$ cat src/hw/rtl/ttcw_fifo.sv
// Two-entry register queue used on both sides of the executor.
`default_nettype none

module ttcw_fifo #(
  parameter int WIDTH = 8
) (
  input  logic             clk,
  input  logic             rst,
  input  logic             push,
  input  logic [WIDTH-1:0] din,
  output logic             full,
  input  logic             pop,
  output logic [WIDTH-1:0] dout,
  output logic             empty
);

  logic [WIDTH-1:0] mem [2];
  logic             wr_ptr;
  logic             rd_ptr;
  logic [1:0]       count;
  logic             do_push;
  logic             do_pop;

  assign full    = (count == 2'd2);
  assign empty   = (count == 2'd0);
  assign do_push = push && !full;
  assign do_pop  = pop && !empty;
  assign dout    = mem[rd_ptr];

  always_ff @(posedge clk) begin
    if (rst) begin
      wr_ptr <= 1'b0;
      rd_ptr <= 1'b0;
      count  <= 2'd0;
    end else begin
      if (do_push) begin
        wr_ptr <= !wr_ptr;
      end
      if (do_pop) begin
        rd_ptr <= !rd_ptr;
      end
      unique case ({do_push, do_pop})
        2'b10:   count <= count + 2'd1;
        2'b01:   count <= count - 2'd1;
        default: count <= count;
      endcase
    end
  end

  always_ff @(posedge clk) begin
    if (do_push) begin
      mem[wr_ptr] <= din;
    end
  end

endmodule

`default_nettype wire

$ cat config.mk
export PLATFORM = sky130hd
export DESIGN_NAME = ttcw_fifo
export DESIGN_NICKNAME = d
export VERILOG_FILES = /design/src/hw/rtl/ttcw_fifo.sv
export SDC_FILE = /design/constraint.sdc
export NUM_CORES = 1
export LEC_CHECK = 0
export ABC_AREA = 1
export BUFFER_PORTS_ARGS = -buffer_cell sky130_fd_sc_hd__buf_4
export CORE_MARGIN = 2
export CORE_UTILIZATION = 25
export CTS_CLUSTER_SIZE = 28
export DETAILED_ROUTE_END_ITERATION = 8
export HOLD_SLACK_MARGIN = 0.1
export PLACE_DENSITY = 0.51
export SYNTH_ARGS = -nofsm -noshare
export SYNTH_HDL_FRONTEND = slang
export SYNTH_SLANG_ARGS = --single-unit
export TNS_END_PERCENT = 10
$ cat constraint.sdc
create_clock -name clk -period 3.86 [get_ports clk]
set_input_delay 0 -clock clk [delete_from_list [all_inputs] [get_ports clk]]
set_output_delay 0 -clock clk [all_outputs]
set_load 0.02 [all_outputs]
# Word-level counts from Yosys, hierarchy flattened

Memories as Yosys holds them, arrays and structs flattened. A register that Yosys moved wholly into a read port is not among the register bits.
Cells that the tools add are included.

Logic and storage cells: 22
Memories: 1
Output and inout port bits: 10
Input bits: 12
Memory bits (writable): 16
Register bits: 4

Reductions and logical operators: 8
Mux-type cells: 5
Equal/unequal tests: 3
$add $sub $neg: 2

Memory list:

| memory | words | width | rd ports | clocked after Yosys merged registers in | wr ports | RTL line | source |
|---|---|---|---|---|---|---|---|
| mem    | 2     | 8     | 1        | 1                                       | 1        | 17       | `logic [WIDTH-1:0] mem [2];` |

Operator list:

| cell                                                 | count |
|---|---|
| equality test 2 bit (second input constant)          | 2 |
| logical NOT 1 bit                                    | 4 |
| 2-to-1 mux 1 bit                                     | 4 |
| one-hot mux 2 bit (2 select lines)                   | 1 |
| adder 2 x 1 -> 2 bit (second input constant)         | 1 |
| equality test 2 x 1 -> 1 bit (second input constant) | 1 |
| logical AND 1 bit                                    | 2 |
| logical NOT 2 bit                                    | 1 |
| nonzero test 2 bit                                   | 1 |
| subtractor 2 x 1 -> 2 bit (second input constant)    | 1 |

# Longest topological paths before layout

Depth after elaboration: 5
Mapped depth: 10
Depth with buffers taken out: 10

# Worst setup path before layout

No wires, ideal clock.

Path type: reg2reg
From: register count[0]
To: memory mem[0][0], enable pin
Path buffers: 0
Data required time: 3490 ps
Data arrival time: 1082 ps
Path slack: 2408 ps
Setup time: 370 ps
Period minus slack after synthesis: 1452 ps
Stages on the path, launching flop included: 5
Cell sequence: dfxtp_1 > nor2_2 > nor2_2 > inv_1 > nor2_1

Word-level cells in the longest chain between the ends: 5

Ends and longest elaborated chain:

| what                                   | RTL line | source |
|---|---|---|
| start, declared                        | 20       | `logic [1:0] count;` |
| start signal, assigned                 | 43       | `2'b10: count <= count + 2'd1;` |
| start signal, assigned                 | 44       | `2'b01: count <= count - 2'd1;` |
| start signal, assigned                 | 45       | `default: count <= count;` |
| equality test 2 bit                    | 24       | `assign full = (count == 2'd2);` |
| net full                               | 11       | `output logic full,` |
| logical NOT 1 bit                      | 26       | `assign do_push = push && !full;` |
| logical AND 1 bit                      | 26       |  |
| 2-to-1 mux 1 bit                       | 51       | `if (do_push) begin` |
| 2-to-1 mux 1 bit (implied by the code) | 52       | `mem[wr_ptr] <= din;` |
| end, declared                          | 17       |  |

The timed path passes the listed nets, and every way through them passes these cells.

# Worst setup path after layout

From: register count[0]
To: memory mem[0][1], enable pin

Word-level cells in the longest chain between the ends: 5

Ends and longest elaborated chain:

| what                                   | RTL line |
|---|---|
| equality test 2 bit                    | 24 |
| logical NOT 1 bit                      | 26 |
| logical AND 1 bit                      | 26 |
| 2-to-1 mux 1 bit                       | 51 |
| 2-to-1 mux 1 bit (implied by the code) | 52 |

No other way between the ends.

==> flow_metrics.env <==
export IMPL_status="complete, no violations"
export IMPL_finalHoldViolCount=0
export IMPL_num_rows=21
export IMPL_cts_reportedPaths_clkPinSlew_ps=110
export IMPL_synth_top_cells_by_area="edfxtp_1, dfxtp_1, mux2_2"
export IMPL_post_drt_via_cell_ratio=3.90
export IMPL_cts_buffer_count=3
export IMPL_ys_flop_type="edfxtp_1"
export IMPL_slew_viol_final=0
export IMPL_synth_distinct_cells=14
export IMPL_timing_final_crit_share=0.418
export IMPL_holdPathEnd="rd_ptr"
export IMPL_final_nets=113
export IMPL_drt_iter0_drc=2
export IMPL_post_route_cells_drive_above_1_share=0.394
export IMPL_ant_nets=0
export IMPL_cts_buffer_depth=2
export IMPL_clock_skew_ps=1.75
export IMPL_grt_start_max_net_pins=13
export IMPL_synth_top_area_frac=0.573
export IMPL_rr_worst_depth=4
export IMPL_drt_drc_violations_left=0
export IMPL_grt_pass1_vias=551
export IMPL_route_vias_total=565
export IMPL_global_route_usage_total=0.0794
export IMPL_synth_enable_flop_cells=16
export IMPL_post_cts_resized_instances=0
export IMPL_n_antenna_cell=0
export IMPL_holdCritStartpoint="pop"
export IMPL_timing_hold_worst_path_depth=5
export IMPL_clock_sink_count=21
export IMPL_drt_wl_total_mm=1.44
export IMPL_cellPowerDensity_nw_per_um2=498
export IMPL_post_synthesis_net_count=78
export IMPL_max_cap_viol_count=0
export IMPL_asyncSetResetFlopFracSynth=0
export IMPL_post_cts_setup_buffers=0
export IMPL_maxSlewHeadroom=0.551
export IMPL_h_tree_depth=1
export IMPL_max_freq_mhz=619
export IMPL_hp_class="in2reg"
export IMPL_synth_seq_area_share=0.693
export IMPL_crit_reg2reg_capture="mem[0][1]"
export IMPL_top_level_ports=22
export IMPL_dieWidth_um=61.9
export IMPL_syn_area_per_cell_um2=12.9
export IMPL_regToRegStartpoint="count[0]"
export IMPL_synth_largest_area_cell="edfxtp_1"
export IMPL_die_h_um=61.9
export IMPL_hold_buffer_count_at_cts=10
export IMPL_grt_pass1_wl_mm=2.19
export IMPL_ff_latch_area_um2=581
export IMPL_leakagePower_uw=0.000483
export IMPL_critPathCaptureType="register"
export IMPL_placement_io_buffers=21
export IMPL_ys_warnings_count=0
export IMPL_dp_hpwl_mm=1.02
export IMPL_nFillCells=332
export IMPL_firstDrtPassIters=2
export IMPL_report_final_setup_viol=0
export IMPL_clk_root_buffer_cell="clkbuf_4"
export IMPL_antenna_found_initial=0
export IMPL_critical_path_arrival_ps=1550
export IMPL_design_core_area_um2=3280
export IMPL_gp_routability_congestion=0.632
export IMPL_max_slew_worst_pin_slew_ps=671
export IMPL_clock_latency_ps=290
export IMPL_synth_most_common_cell="edfxtp_1"
export IMPL_start_util=0.255
export IMPL_multi_input_area_um2=219
export IMPL_startpoint_to_endpoint_class_of_the_critical_path="reg2reg"
export IMPL_power_ir_vdd_worst_v=0.000281
export IMPL_timing_critical_path_fanout_max=8
export IMPL_fp_dieArea_um2=3830
export IMPL_detail_route_wl_per_cell_um=9.90
export IMPL_cts_tree="yes"
export IMPL_cell_area_after_synthesis_um2=838
export IMPL_timing_final_crit_period_ps=1610
export IMPL_utilization=0.358
export IMPL_ys_seq_elements=21
export IMPL_synth_commonest_cells="edfxtp_1, nor2_1, inv_1, mux2_2, nand2_1"
export IMPL_setup_worst_path_start_class="register"
export IMPL_ff2ff_setup_slack_ps=2250
export IMPL_worstPathRequired_ps=3800
export IMPL_fin_setup_tns_ps=0
export IMPL_layout_area_overhead_vs_synth_pct=40.3
export IMPL_overflow=0
export IMPL_grt_setup_unrepaired="no"
export IMPL_instance_count_of_the_mapped_netlist=65
-- flip-flops by register name, summed over array words and instances, names as in the netlist, named ones only --
signal / flops
wr_ptr: 1
rd_ptr: 1
count: 2
mem: 16
-- cells by family (layout without fill, tap and decap cells) --
kind of cell             after synthesis  after routing  synth area share
adder cells (fa/ha/maj)                1              1            0.0149
AND/OR/NAND/NOR                       23             23             0.127
AO/OA/AOI/OAI                          2              2            0.0119
flip-flops                            21             21             0.693
buffers and inverters                 10             44            0.0463
multiplexers                           8              8             0.107
-- critical path: stages (launching register included) --
cell and delay (ps):
dfxtp_1 470, nor2_2 90, nor2_2 120, inv_1 70, nor2_1 520
-- final cells by class --
| cell class | count | share of cell area |
|---|---|---|
| Sequential cell | 21 | 0.494 |
| Timing Repair Buffer | 31 | 0.219 |
| Multi-Input combinational cell | 34 | 0.186 |
| Tap cell | 46 | 0.0489 |
| Inverter | 9 | 0.0287 |
| Clock buffer | 3 | 0.0191 |
| Clock inverter | 1 | 0.00426 |
-- placed cells by master (no fill, tap or decap) --
master and n:
a21oi_1 1, nand4_1 1, inv_1 8, edfxtp_1 16, nor2_1 9, inv_2 1, buf_4 21, nor2_4 1
dlygate4sd3_1 10, mux2_2 8, clkbuf_4 3, nand2_1 8, ha_1 1, o21ai_0 1, nor2_2 4, clkinv_2 1
dfxtp_1 5
-- power breakdown --
group | internal, uW | total [uW] | switching, uW | leakage, uW
Clock | 38.5 | 102 | 63.7 | 0.0000177
Combinational | 85.5 | 184 | 98.7 | 0.000274
Sequential | 277 | 300 | 22.7 | 0.000191
Total | 401 | 586 | 185 | 0.000483
-- stage by stage --
| stage | setup slack (ps) | instances | hold WS [ps] | instance area, um2 | total power [uW] |
|---|---|---|---|---|---|
| after floorplan | 2410 | 65 | 98.9 | 838 | 418 |
| after global placement | 2290 | 131 | 189 | 1050 | 479 |
| after detailed placement | 2200 | 131 | 189 | 1050 | 484 |
| after CTS | 2200 | 145 | 137 | 1180 | 594 |
| after global routing | 2090 | 145 | 183 | 1180 | 621 |
| final | 2250 | 145 | 138 | 1180 | 586 |
-- metal layers --
layer / GRT usage / routed length, um / vias up
met1: 0.0910 / 675 / 262
met5: 0 / 0 / -
li1: - / - / 287
met4: 0.0274 / 0 / 0
met3: 0.0248 / 72 / 0
met2: 0.140 / 688 / 16
-- worst max-delay path by stage --
stage | slack [ps] | cells past startpoint | endpoint | startpoint
after floorplan | 2410 | 4 | mem[0][0] | count[0]
after global placement | 2290 | 4 | mem[0][1] | count[0]
after detailed placement | 2200 | 4 | mem[0][4] | count[0]
after CTS | 2200 | 4 | mem[0][1] | count[0]
after global routing | 2090 | 4 | mem[0][1] | count[0]
final | 2250 | 4 | mem[0][1] | count[0]
Power figures use the tool's default switching activity.
