$ cat src/hw/rtl/ttcw_pkg.sv
// Shared types and constants for the text terminal cell writer.
`default_nettype none

package ttcw_pkg;

  // Fixed widths of the result fields
  localparam int COL_OUT_W = 7;
  localparam int ROW_OUT_W = 5;
  localparam int POS_W     = 11;
  localparam int CHAR_W    = 8;
  localparam int CELL_W    = 16;

  // Signed working width for cursor arithmetic: covers targets of -128..127 plus a step
  localparam int CUR_SW = 9;

  localparam logic [CHAR_W-1:0] RESET_COLOR  = 8'd7;
  localparam logic [CHAR_W-1:0] BLANK_CHAR   = 8'h20;
  localparam logic [CHAR_W-1:0] CH_NEWLINE   = 8'd10;
  localparam logic [CHAR_W-1:0] CH_RETURN    = 8'd13;
  localparam logic [CHAR_W-1:0] CH_TAB       = 8'd9;
  localparam logic [CHAR_W-1:0] CH_BACKSPACE = 8'd8;
  localparam int                TAB_STEP     = 4;

  // Register index carried on paddr[2]
  localparam logic REG_TEXT_COLOR = 1'b0;

  typedef enum logic [1:0] {
    REQ_PUT   = 2'd0,
    REQ_SET   = 2'd1,
    REQ_CLEAR = 2'd2,
    REQ_READ  = 2'd3
  } req_t;

  typedef enum logic [2:0] {
    OP_NEWLINE,
    OP_RETURN,
    OP_TAB,
    OP_BACKSPACE,
    OP_PRINT,
    OP_SET,
    OP_CLEAR,
    OP_READ
  } op_t;

  typedef struct packed {
    op_t                op;
    logic [CHAR_W-1:0]  char_code;
    logic signed [7:0]  col;
    logic signed [7:0]  row;
  } cmd_t;

  typedef struct packed {
    logic [COL_OUT_W-1:0] cursor_col;
    logic [ROW_OUT_W-1:0] cursor_row;
    logic [POS_W-1:0]     cursor_position;
    logic [CHAR_W-1:0]    read_char;
  } res_t;

endpackage

`default_nettype wire

$ cat src/hw/rtl/ttcw_fifo.sv
// Two-entry register queue used on both sides of the executor.
`default_nettype none

module ttcw_fifo #(
  parameter int WIDTH = 8
) (
  input  logic             clk,
  input  logic             rst,
  input  logic             push,
  input  logic [WIDTH-1:0] din,
  output logic             full,
  input  logic             pop,
  output logic [WIDTH-1:0] dout,
  output logic             empty
);

  logic [WIDTH-1:0] mem [2];
  logic             wr_ptr;
  logic             rd_ptr;
  logic [1:0]       count;
  logic             do_push;
  logic             do_pop;

  assign full    = (count == 2'd2);
  assign empty   = (count == 2'd0);
  assign do_push = push && !full;
  assign do_pop  = pop && !empty;
  assign dout    = mem[rd_ptr];

  always_ff @(posedge clk) begin
    if (rst) begin
      wr_ptr <= 1'b0;
      rd_ptr <= 1'b0;
      count  <= 2'd0;
    end else begin
      if (do_push) begin
        wr_ptr <= !wr_ptr;
      end
      if (do_pop) begin
        rd_ptr <= !rd_ptr;
      end
      unique case ({do_push, do_pop})
        2'b10:   count <= count + 2'd1;
        2'b01:   count <= count - 2'd1;
        default: count <= count;
      endcase
    end
  end

  always_ff @(posedge clk) begin
    if (do_push) begin
      mem[wr_ptr] <= din;
    end
  end

endmodule

`default_nettype wire

$ cat src/hw/rtl/ttcw_front.sv
// Front end: takes requests, classifies them and queues commands for the executor.
`default_nettype none

module ttcw_front (
  input  logic             clk,
  input  logic             rst,
  input  logic             push,
  input  logic             hold,
  input  logic [1:0]       req_type,
  input  logic [7:0]       char_code,
  input  logic signed [7:0] target_col,
  input  logic signed [7:0] target_row,
  output logic             full,
  output logic             cmd_valid,
  output ttcw_pkg::cmd_t   cmd,
  input  logic             cmd_pop
);
  import ttcw_pkg::*;

  cmd_t cmd_in;
  logic q_full;
  logic q_empty;
  logic [$bits(cmd_t)-1:0] q_dout;

  always_comb begin
    cmd_in.char_code = char_code;
    cmd_in.col       = target_col;
    cmd_in.row       = target_row;
    cmd_in.op        = OP_PRINT;
    unique case (req_type)
      REQ_PUT: begin
        unique case (char_code)
          CH_NEWLINE:   cmd_in.op = OP_NEWLINE;
          CH_RETURN:    cmd_in.op = OP_RETURN;
          CH_TAB:       cmd_in.op = OP_TAB;
          CH_BACKSPACE: cmd_in.op = OP_BACKSPACE;
          default:      cmd_in.op = OP_PRINT;
        endcase
      end
      REQ_SET:   cmd_in.op = OP_SET;
      REQ_CLEAR: cmd_in.op = OP_CLEAR;
      REQ_READ:  cmd_in.op = OP_READ;
      default:   cmd_in.op = OP_PRINT;
    endcase
  end

  // hold covers the power-up clearing sweep
  assign full      = q_full || hold;
  assign cmd_valid = !q_empty;
  assign cmd       = q_dout;

  ttcw_fifo #(
    .WIDTH($bits(cmd_t))
  ) u_cmd_q (
    .clk   (clk),
    .rst   (rst),
    .push  (push && !full),
    .din   (cmd_in),
    .full  (q_full),
    .pop   (cmd_pop),
    .dout  (q_dout),
    .empty (q_empty)
  );

endmodule

`default_nettype wire

$ cat config.mk
export PLATFORM = sky130hd
export DESIGN_NAME = ttcw_front
export DESIGN_NICKNAME = d
export VERILOG_FILES = /design/src/hw/rtl/ttcw_pkg.sv /design/src/hw/rtl/ttcw_fifo.sv /design/src/hw/rtl/ttcw_front.sv
export SDC_FILE = /design/constraint.sdc
export NUM_CORES = 1
export LEC_CHECK = 0
export BUFFER_PORTS_ARGS = -buffer_cell sky130_fd_sc_hd__buf_2
export CAP_MARGIN = 20
export CORE_ASPECT_RATIO = 0.7
export CORE_MARGIN = 1
export CORE_UTILIZATION = 36
export DETAILED_ROUTE_END_ITERATION = 10
export GPL_TIMING_DRIVEN = 0
export SKIP_LAST_GASP = 1
export SYNTH_ARGS = -nofsm -noshare
export SYNTH_HDL_FRONTEND = slang
export SYNTH_HIERARCHICAL = 1
export SYNTH_SLANG_ARGS = --single-unit
$ cat constraint.sdc
create_clock -name clk -period 2.7 [get_ports clk]
set_clock_uncertainty 0.1 [all_clocks]
set_input_delay 0.27 -clock clk [delete_from_list [all_inputs] [get_ports clk]]
set_output_delay 0.27 -clock clk [all_outputs]
set_load 0.02 [all_outputs]
=== Word-level counts from Yosys, hierarchy flattened ===
Memories as Yosys holds them, arrays and structs flattened. A register that Yosys moved wholly into a read port is not among the register bits.
Index checks and enable logic that the tools add are counted.
Widths: inputs -> output; s select.

* Register bits: 4
* Memory bits (writable): 54
* Bits of input ports: 31
* Output and inout bits: 29
* Memories kept: 1

* Add/sub/neg operators: 2
* Equality and inequality tests: 10
* Mux-type cells: 7
* Reduce and logical (&&, ||, !) cells: 12

{| class="wikitable"
|+ Memory list
! name !! depth !! bits a word !! read ports !! clocked after Yosys merged registers in !! wr ports !! line !! text
|-
| u_cmd_q.mem || 2 || 27 || 1 || 1 || 1 || ttcw_fifo.sv:17 || <nowiki>logic [WIDTH-1:0] mem [2];</nowiki>
|}

{| class="wikitable"
|+ Operator list
! operator !! number
|-
| $eq 8x4->1 const B || 4
|-
| $pmux 3 s4 || 2
|-
| $eq 2x2->1 const B || 4
|-
| $logic_not 1->1 || 5
|-
| $eq 2x1->1 const B || 2
|-
| $logic_not 2->1 || 2
|-
| $mux 1 || 4
|-
| $pmux 2 s2 || 1
|-
| $logic_and 1x1->1 || 3
|-
| $add 2x1->2 const B || 1
|-
| $reduce_bool 2->1 || 1
|-
| $sub 2x1->2 const B || 1
|-
| $logic_or 1x1->1 || 1
|}

=== Depth between registers and ports, before layout ===
* Depth in word-level cells: 7
* Depth in mapped cells: 9

=== Modules after synthesis ===
Netlist, hierarchy kept.

{| class="wikitable"
|+ Modules (own cells, without submodules)
! module !! times used !! cells an instance !! area an instance (um^2) !! seq. area each (um^2)
|-
| ttcw_fifo || 1 || 110 || 2,164.6 || 1,721.7
|-
| ttcw_front || 1 || 14 || 93.8 || 0.0
|}

=== Worst setup path after synthesis ===
OpenSTA, ideal clock, no wires.

* Path type: reg2reg
* Start: reg u_cmd_q.count[0]
* End: mem u_cmd_q/mem[0][0] in the netlist's numbering (enable)
* Data arrival time: 2,019 ps
* Required time: 2,218 ps
* Path slack: 199 ps
* Cell stages (with the launch flop): 8
* Cells stage by stage: dfxtp_1 nand2b_2 inv_2 or2_2 nor2_1 inv_1 or3_1 inv_1

* Cells in the longest elaborated chain, start to end: 7
* Elaborated cells on any way between the ends: 8
* Classes of those cells: eq/ne: 1; mux: 2; reduce/logical: 5

{| class="wikitable"
|+ RTL lines
! element !! line !! text
|-
| start: declaration || ttcw_fifo.sv:20 || <nowiki>logic [1:0] count;</nowiki>
|-
| start signal: assignment || ttcw_fifo.sv:43 || <nowiki>2'b10: count <= count + 2'd1;</nowiki>
|-
| start signal: assignment || ttcw_fifo.sv:44 || <nowiki>2'b01: count <= count - 2'd1;</nowiki>
|-
| start signal: assignment || ttcw_fifo.sv:45 || <nowiki>default: count <= count;</nowiki>
|-
| $eq 2x2->1 || ttcw_fifo.sv:24 || <nowiki>assign full = (count == 2'd2);</nowiki>
|-
| named net q_full || ttcw_front.sv:21 || <nowiki>logic q_full;</nowiki>
|-
| $logic_or 1x1->1 || ttcw_front.sv:48 || <nowiki>assign full = q_full || hold;</nowiki>
|-
| named net full || ttcw_front.sv:13 || <nowiki>output logic full,</nowiki>
|-
| $logic_not 1->1 || ttcw_front.sv:57 || <nowiki>.push (push && !full),</nowiki>
|-
| $logic_and 1x1->1 || ttcw_front.sv:57 ||
|-
| $logic_and 1x1->1 || ttcw_fifo.sv:26 || <nowiki>assign do_push = push && !full;</nowiki>
|-
| $mux 1 || ttcw_fifo.sv:51 || <nowiki>if (do_push) begin</nowiki>
|-
| $mux 1 (implied by the code) || ttcw_fifo.sv:52 || <nowiki>mem[wr_ptr] <= din;</nowiki>
|-
| end: declaration || ttcw_fifo.sv:17 ||
|}

The timed path passes the listed nets, and every way through them passes these cells.

=== Worst setup path in the final report ===
* Start: reg u_cmd_q.count[0]
* End: mem u_cmd_q/mem[0][9] in the netlist's numbering (enable)

* Cells in the longest elaborated chain, start to end: 7
* Elaborated cells on any way between the ends: 8
* Classes of those cells: eq/ne: 1; mux: 2; reduce/logical: 5

{| class="wikitable"
|+ RTL lines
! element !! line
|-
| $eq 2x2->1 * || ttcw_fifo.sv:24
|-
| named net q_full || ttcw_front.sv:21
|-
| $logic_or 1x1->1 || ttcw_front.sv:48
|-
| $logic_not 1->1 || ttcw_front.sv:57
|-
| $logic_and 1x1->1 || ttcw_front.sv:57
|-
| $logic_and 1x1->1 * || ttcw_fifo.sv:26
|-
| $mux 1 * || ttcw_fifo.sv:51
|-
| $mux 1 (implied by the code) * || ttcw_fifo.sv:52
|}

Mark *: on every way through the listed nets, which the timed path passes. The rest lies on a longest branch.

==> out/results.md <==
Cells and area
• **Layout area overhead** 25.10%
• **NumNets Final** 227
• **proportion of layout cells with a drive suffix above 1** 0.4899
• **Design Area, Final** 2825 um^2
• **commonest cells after routing, fill and taps aside** 62 x sky130_fd_sc_hd__buf_2, 54 x sky130_fd_sc_hd__edfxtp_1, 16 x sky130_fd_sc_hd__mux2_2
• **antenna cell count** 0
• **most common cell after layout, fill and taps aside** sky130_fd_sc_hd__buf_2

Floorplan
• **Die W** 96.67 um
• **# IOs** 60
• **y dimension of the die** 68.27 um
• **Die Outline Area** 6599 um^2
• **area of the core** 5871 um^2
• **Std-Cell Rows** 23
• **effective utilization at floorplan** 0.3847

Synth
• **syn_nets** 156
• **Distinct cells, synth** 24
• **Syn Inst Count** 124
• **Mapped Area** 2258 um^2
• **syn avg cell area** 18.21 um^2
• **synthesis-stage register bit count** 59
• **Warnings, synthesis** 6
• **sequential element share of the synthesized area** 0.7623

GRT
• **via count of the first global-routing pass** 1,330
• **largest net degree at the start of global routing** 28
• **global routing usage summed across all routing layers** 0.1314
• **global route overflow** 0
• **first-pass GRT wire length** 6.189 mm
• **antenna violations before repair** 0

Critical path
• **required arrival time at the worst endpoint** 2.56 ns
• **slack of the worst reg-to-reg path** 0.19 ns
• **element type at the critical path end** flip-flop
• **critical path arrival** 2.36 ns
• **crit-path max FO** 27
• **critical path endpoint** u_cmd_q/mem[0][9]$_DFFE_PP_
• **R2R depth** 7
• **kind of launch point of the worst setup path** flip-flop
• **r2r startpoint** u_cmd_q/count[0]$_SDFFE_PP0P_
• **source of the critical timing path** u_cmd_q/count[0]$_SDFFE_PP0P_
• **type of the worst setup path** flip-flop to flip-flop
• **reg2reg end** u_cmd_q/mem[0][9]$_DFFE_PP_

Placed design
• **Post-DP Area** 2675 um^2
• **final weighted congestion of routability-driven global placement** 0.8018
• **Port Buffer Count** 59
• **placed wire-length estimate** 2.811 mm

Clock network
• **deepest clock path buffer count** 2
• **H-tree level count** 3
• **clock sink count** 59
• **number of buffers inserted during clock tree synthesis** 9
• **number of post-CTS setup repair buffers** 0
• **Clock Latency Late Sink** 0.32 ns
• **clock tree from TritonCTS** yes
• **clock root buffer master** sky130_fd_sc_hd__clkbuf_8
• **total of cells resized after clock tree synthesis** 1
• **clock transition time at the flip-flop clock pins of the worst setup and hold paths** 0.06 ns
• **post-cts hold buffer count** 0

Flow run
• **max_cap viols** 0

STA
• **number of hold violations in the final report** 0
• **Min Clock Period, post-route** 2.507 ns
• **setup repair after global routing missed its margin** no
• **Final Cycle Share** 0.9284
• **achievable clock frequency** 0.3989 GHz
• **final max-slew violation count** 0
• **final-report setup violation count** 0
• **setup_tns** 0 ns
• **Max transition margin** 0.5348
• **actual slew at the worst max-slew pin** 0.6978 ns

Pwr
• **P_leak** 1.066 nW
• **maximum vdd drop** 0.3051 mV
• **Power Density** 854.5 nW/um^2

Detailed routing
• **number of design-rule violations left by the first detailed-router iteration** 19
• **number of vias per cell** 4.733
• **remaining design rule violation count** 0
• **number of routed nets with antenna violations** 0
• **total vias in the final route** 1,292
• **mean routed wirelength per cell** 14.25 um
• **final wirelength** 3.890 mm
• **detailed-routing iteration count for the pre-antenna-repair pass** 4

Min path
• **kind of path behind the tightest hold check** primary input to flip-flop

Status
• **status** complete, no violations

## metal layers
metal,vias to the layer above,share of wire,global-route usage
met1,613,0.43,0.1409
li1,616,-,-
met5,-,0,0
met2,53,0.48,0.2192
met4,0,0.025,0.06903
met3,10,0.062,0.06639
## cell families (layout without fill, tap and decap cells)
logic type / Yosys count / after routing / synth area share
buffers and inverters: 10 / 84 / 0.01828
multiplexers: 27 / 27 / 0.1346
XOR/XNOR: 4 / 4 / 0.01552
AO/OA/AOI/OAI: 8 / 8 / 0.02383
AND/OR/NAND/NOR: 15 / 15 / 0.03989
adder cells (fa/ha/maj): 1 / 1 / 0.005539
flip-flops: 59 / 59 / 0.7623
## how the worst min path moves through the flow
stage                                                to  cells after the start  slack [ns]           from
after floorplan           u_cmd_q/count[1]$_SDFFE_PP0P_                      1        0.24            rst
after global placement      u_cmd_q/mem[0][8]$_DFFE_PP_                      1        0.36  target_col[0]
after detailed placement   u_cmd_q/mem[1][14]$_DFFE_PP_                      1        0.36  target_col[6]
after CTS                  u_cmd_q/mem[0][14]$_DFFE_PP_                      1       0.009  target_col[6]
after global routing       u_cmd_q/mem[0][14]$_DFFE_PP_                      1       0.005  target_col[6]
final                      u_cmd_q/mem[1][11]$_DFFE_PP_                      1        0.03  target_col[3]
## cell usage after synthesis (all sizes together)
cell type | instances | area [um^2]
edfxtp | 54 | 1622
mux2 | 27 | 304.0
inv | 7 | 26.27
dfxtp | 5 | 100.1
nor2 | 5 | 18.77
buf | 3 | 15.01
a21oi | 2 | 10.01
o21ai | 2 | 10.01
o41ai | 2 | 17.52
or2 | 2 | 12.51
or3 | 2 | 12.51
xnor2 | 2 | 17.52
xor2 | 2 | 17.52
a211o | 1 | 8.760
and3 | 1 | 6.260
ha | 1 | 12.51
nand2 | 1 | 3.750
nand2b | 1 | 8.760
nor2b | 1 | 6.260
o21a | 1 | 7.510
or4 | 1 | 7.510
or4b | 1 | 13.76
## worst max-delay path, cell delays in order, from the launching register on
cell and delay [ns]:
sky130_fd_sc_hd__dfxtp_1 0.42, sky130_fd_sc_hd__nand2b_2 0.19, sky130_fd_sc_hd__inv_2 0.05, sky130_fd_sc_hd__or2_2 0.28, sky130_fd_sc_hd__nor2_1 0.16, sky130_fd_sc_hd__inv_1 0.08, sky130_fd_sc_hd__or3_1 0.41, sky130_fd_sc_hd__clkinvlp_4 0.46
## flip-flops by register name, summed over array words and instances, names as in the netlist, named ones only
| register | flops |
|---|---|
| u_cmd_q/wr_ptr | 1 |
| u_cmd_q/rd_ptr | 1 |
| u_cmd_q/mem | 54 |
| u_cmd_q/count | 2 |
## area by class of cell
class / count / area (um^2)
Fill cell: 507 / 3045
Sequential cell: 59 / 1722
Multi-Input combinational cell: 55 / 495.5
Timing Repair Buffer: 60 / 322.8
Clock buffer: 9 / 123.9
Tap cell: 75 / 93.84
Inverter: 7 / 30.03
Clock inverter: 5 / 22.52
Buffer: 3 / 15.01
## through the flow
stage | util | setup WS, ns | hold slack (ns) | instances | total power (W)
2_1_floorplan | - | 0.1994 | 0.2391 | 124 | 0.001617
4_1_cts | 0.4812 | 0.1980 | 0.008976 | 273 | 0.002451
3_3_place_gp | 0.4510 | -0.02230 | 0.3568 | 258 | 0.001805
5_1_grt | 0.4812 | 0.03622 | 0.004698 | 273 | 0.002544
6_report | 0.4812 | 0.1934 | 0.03160 | 273 | 0.002414
3_5_place_dp | 0.4557 | -0.1405 | 0.3620 | 259 | 0.001839
## where the power goes
part	total, W	switching, W	internal [W]
clock network	0.000596	0.000287	0.000310
logic	0.000681	0.000407	0.000274
registers	0.00114	0.0000346	0.00110
Power figures use the tool's default switching activity.
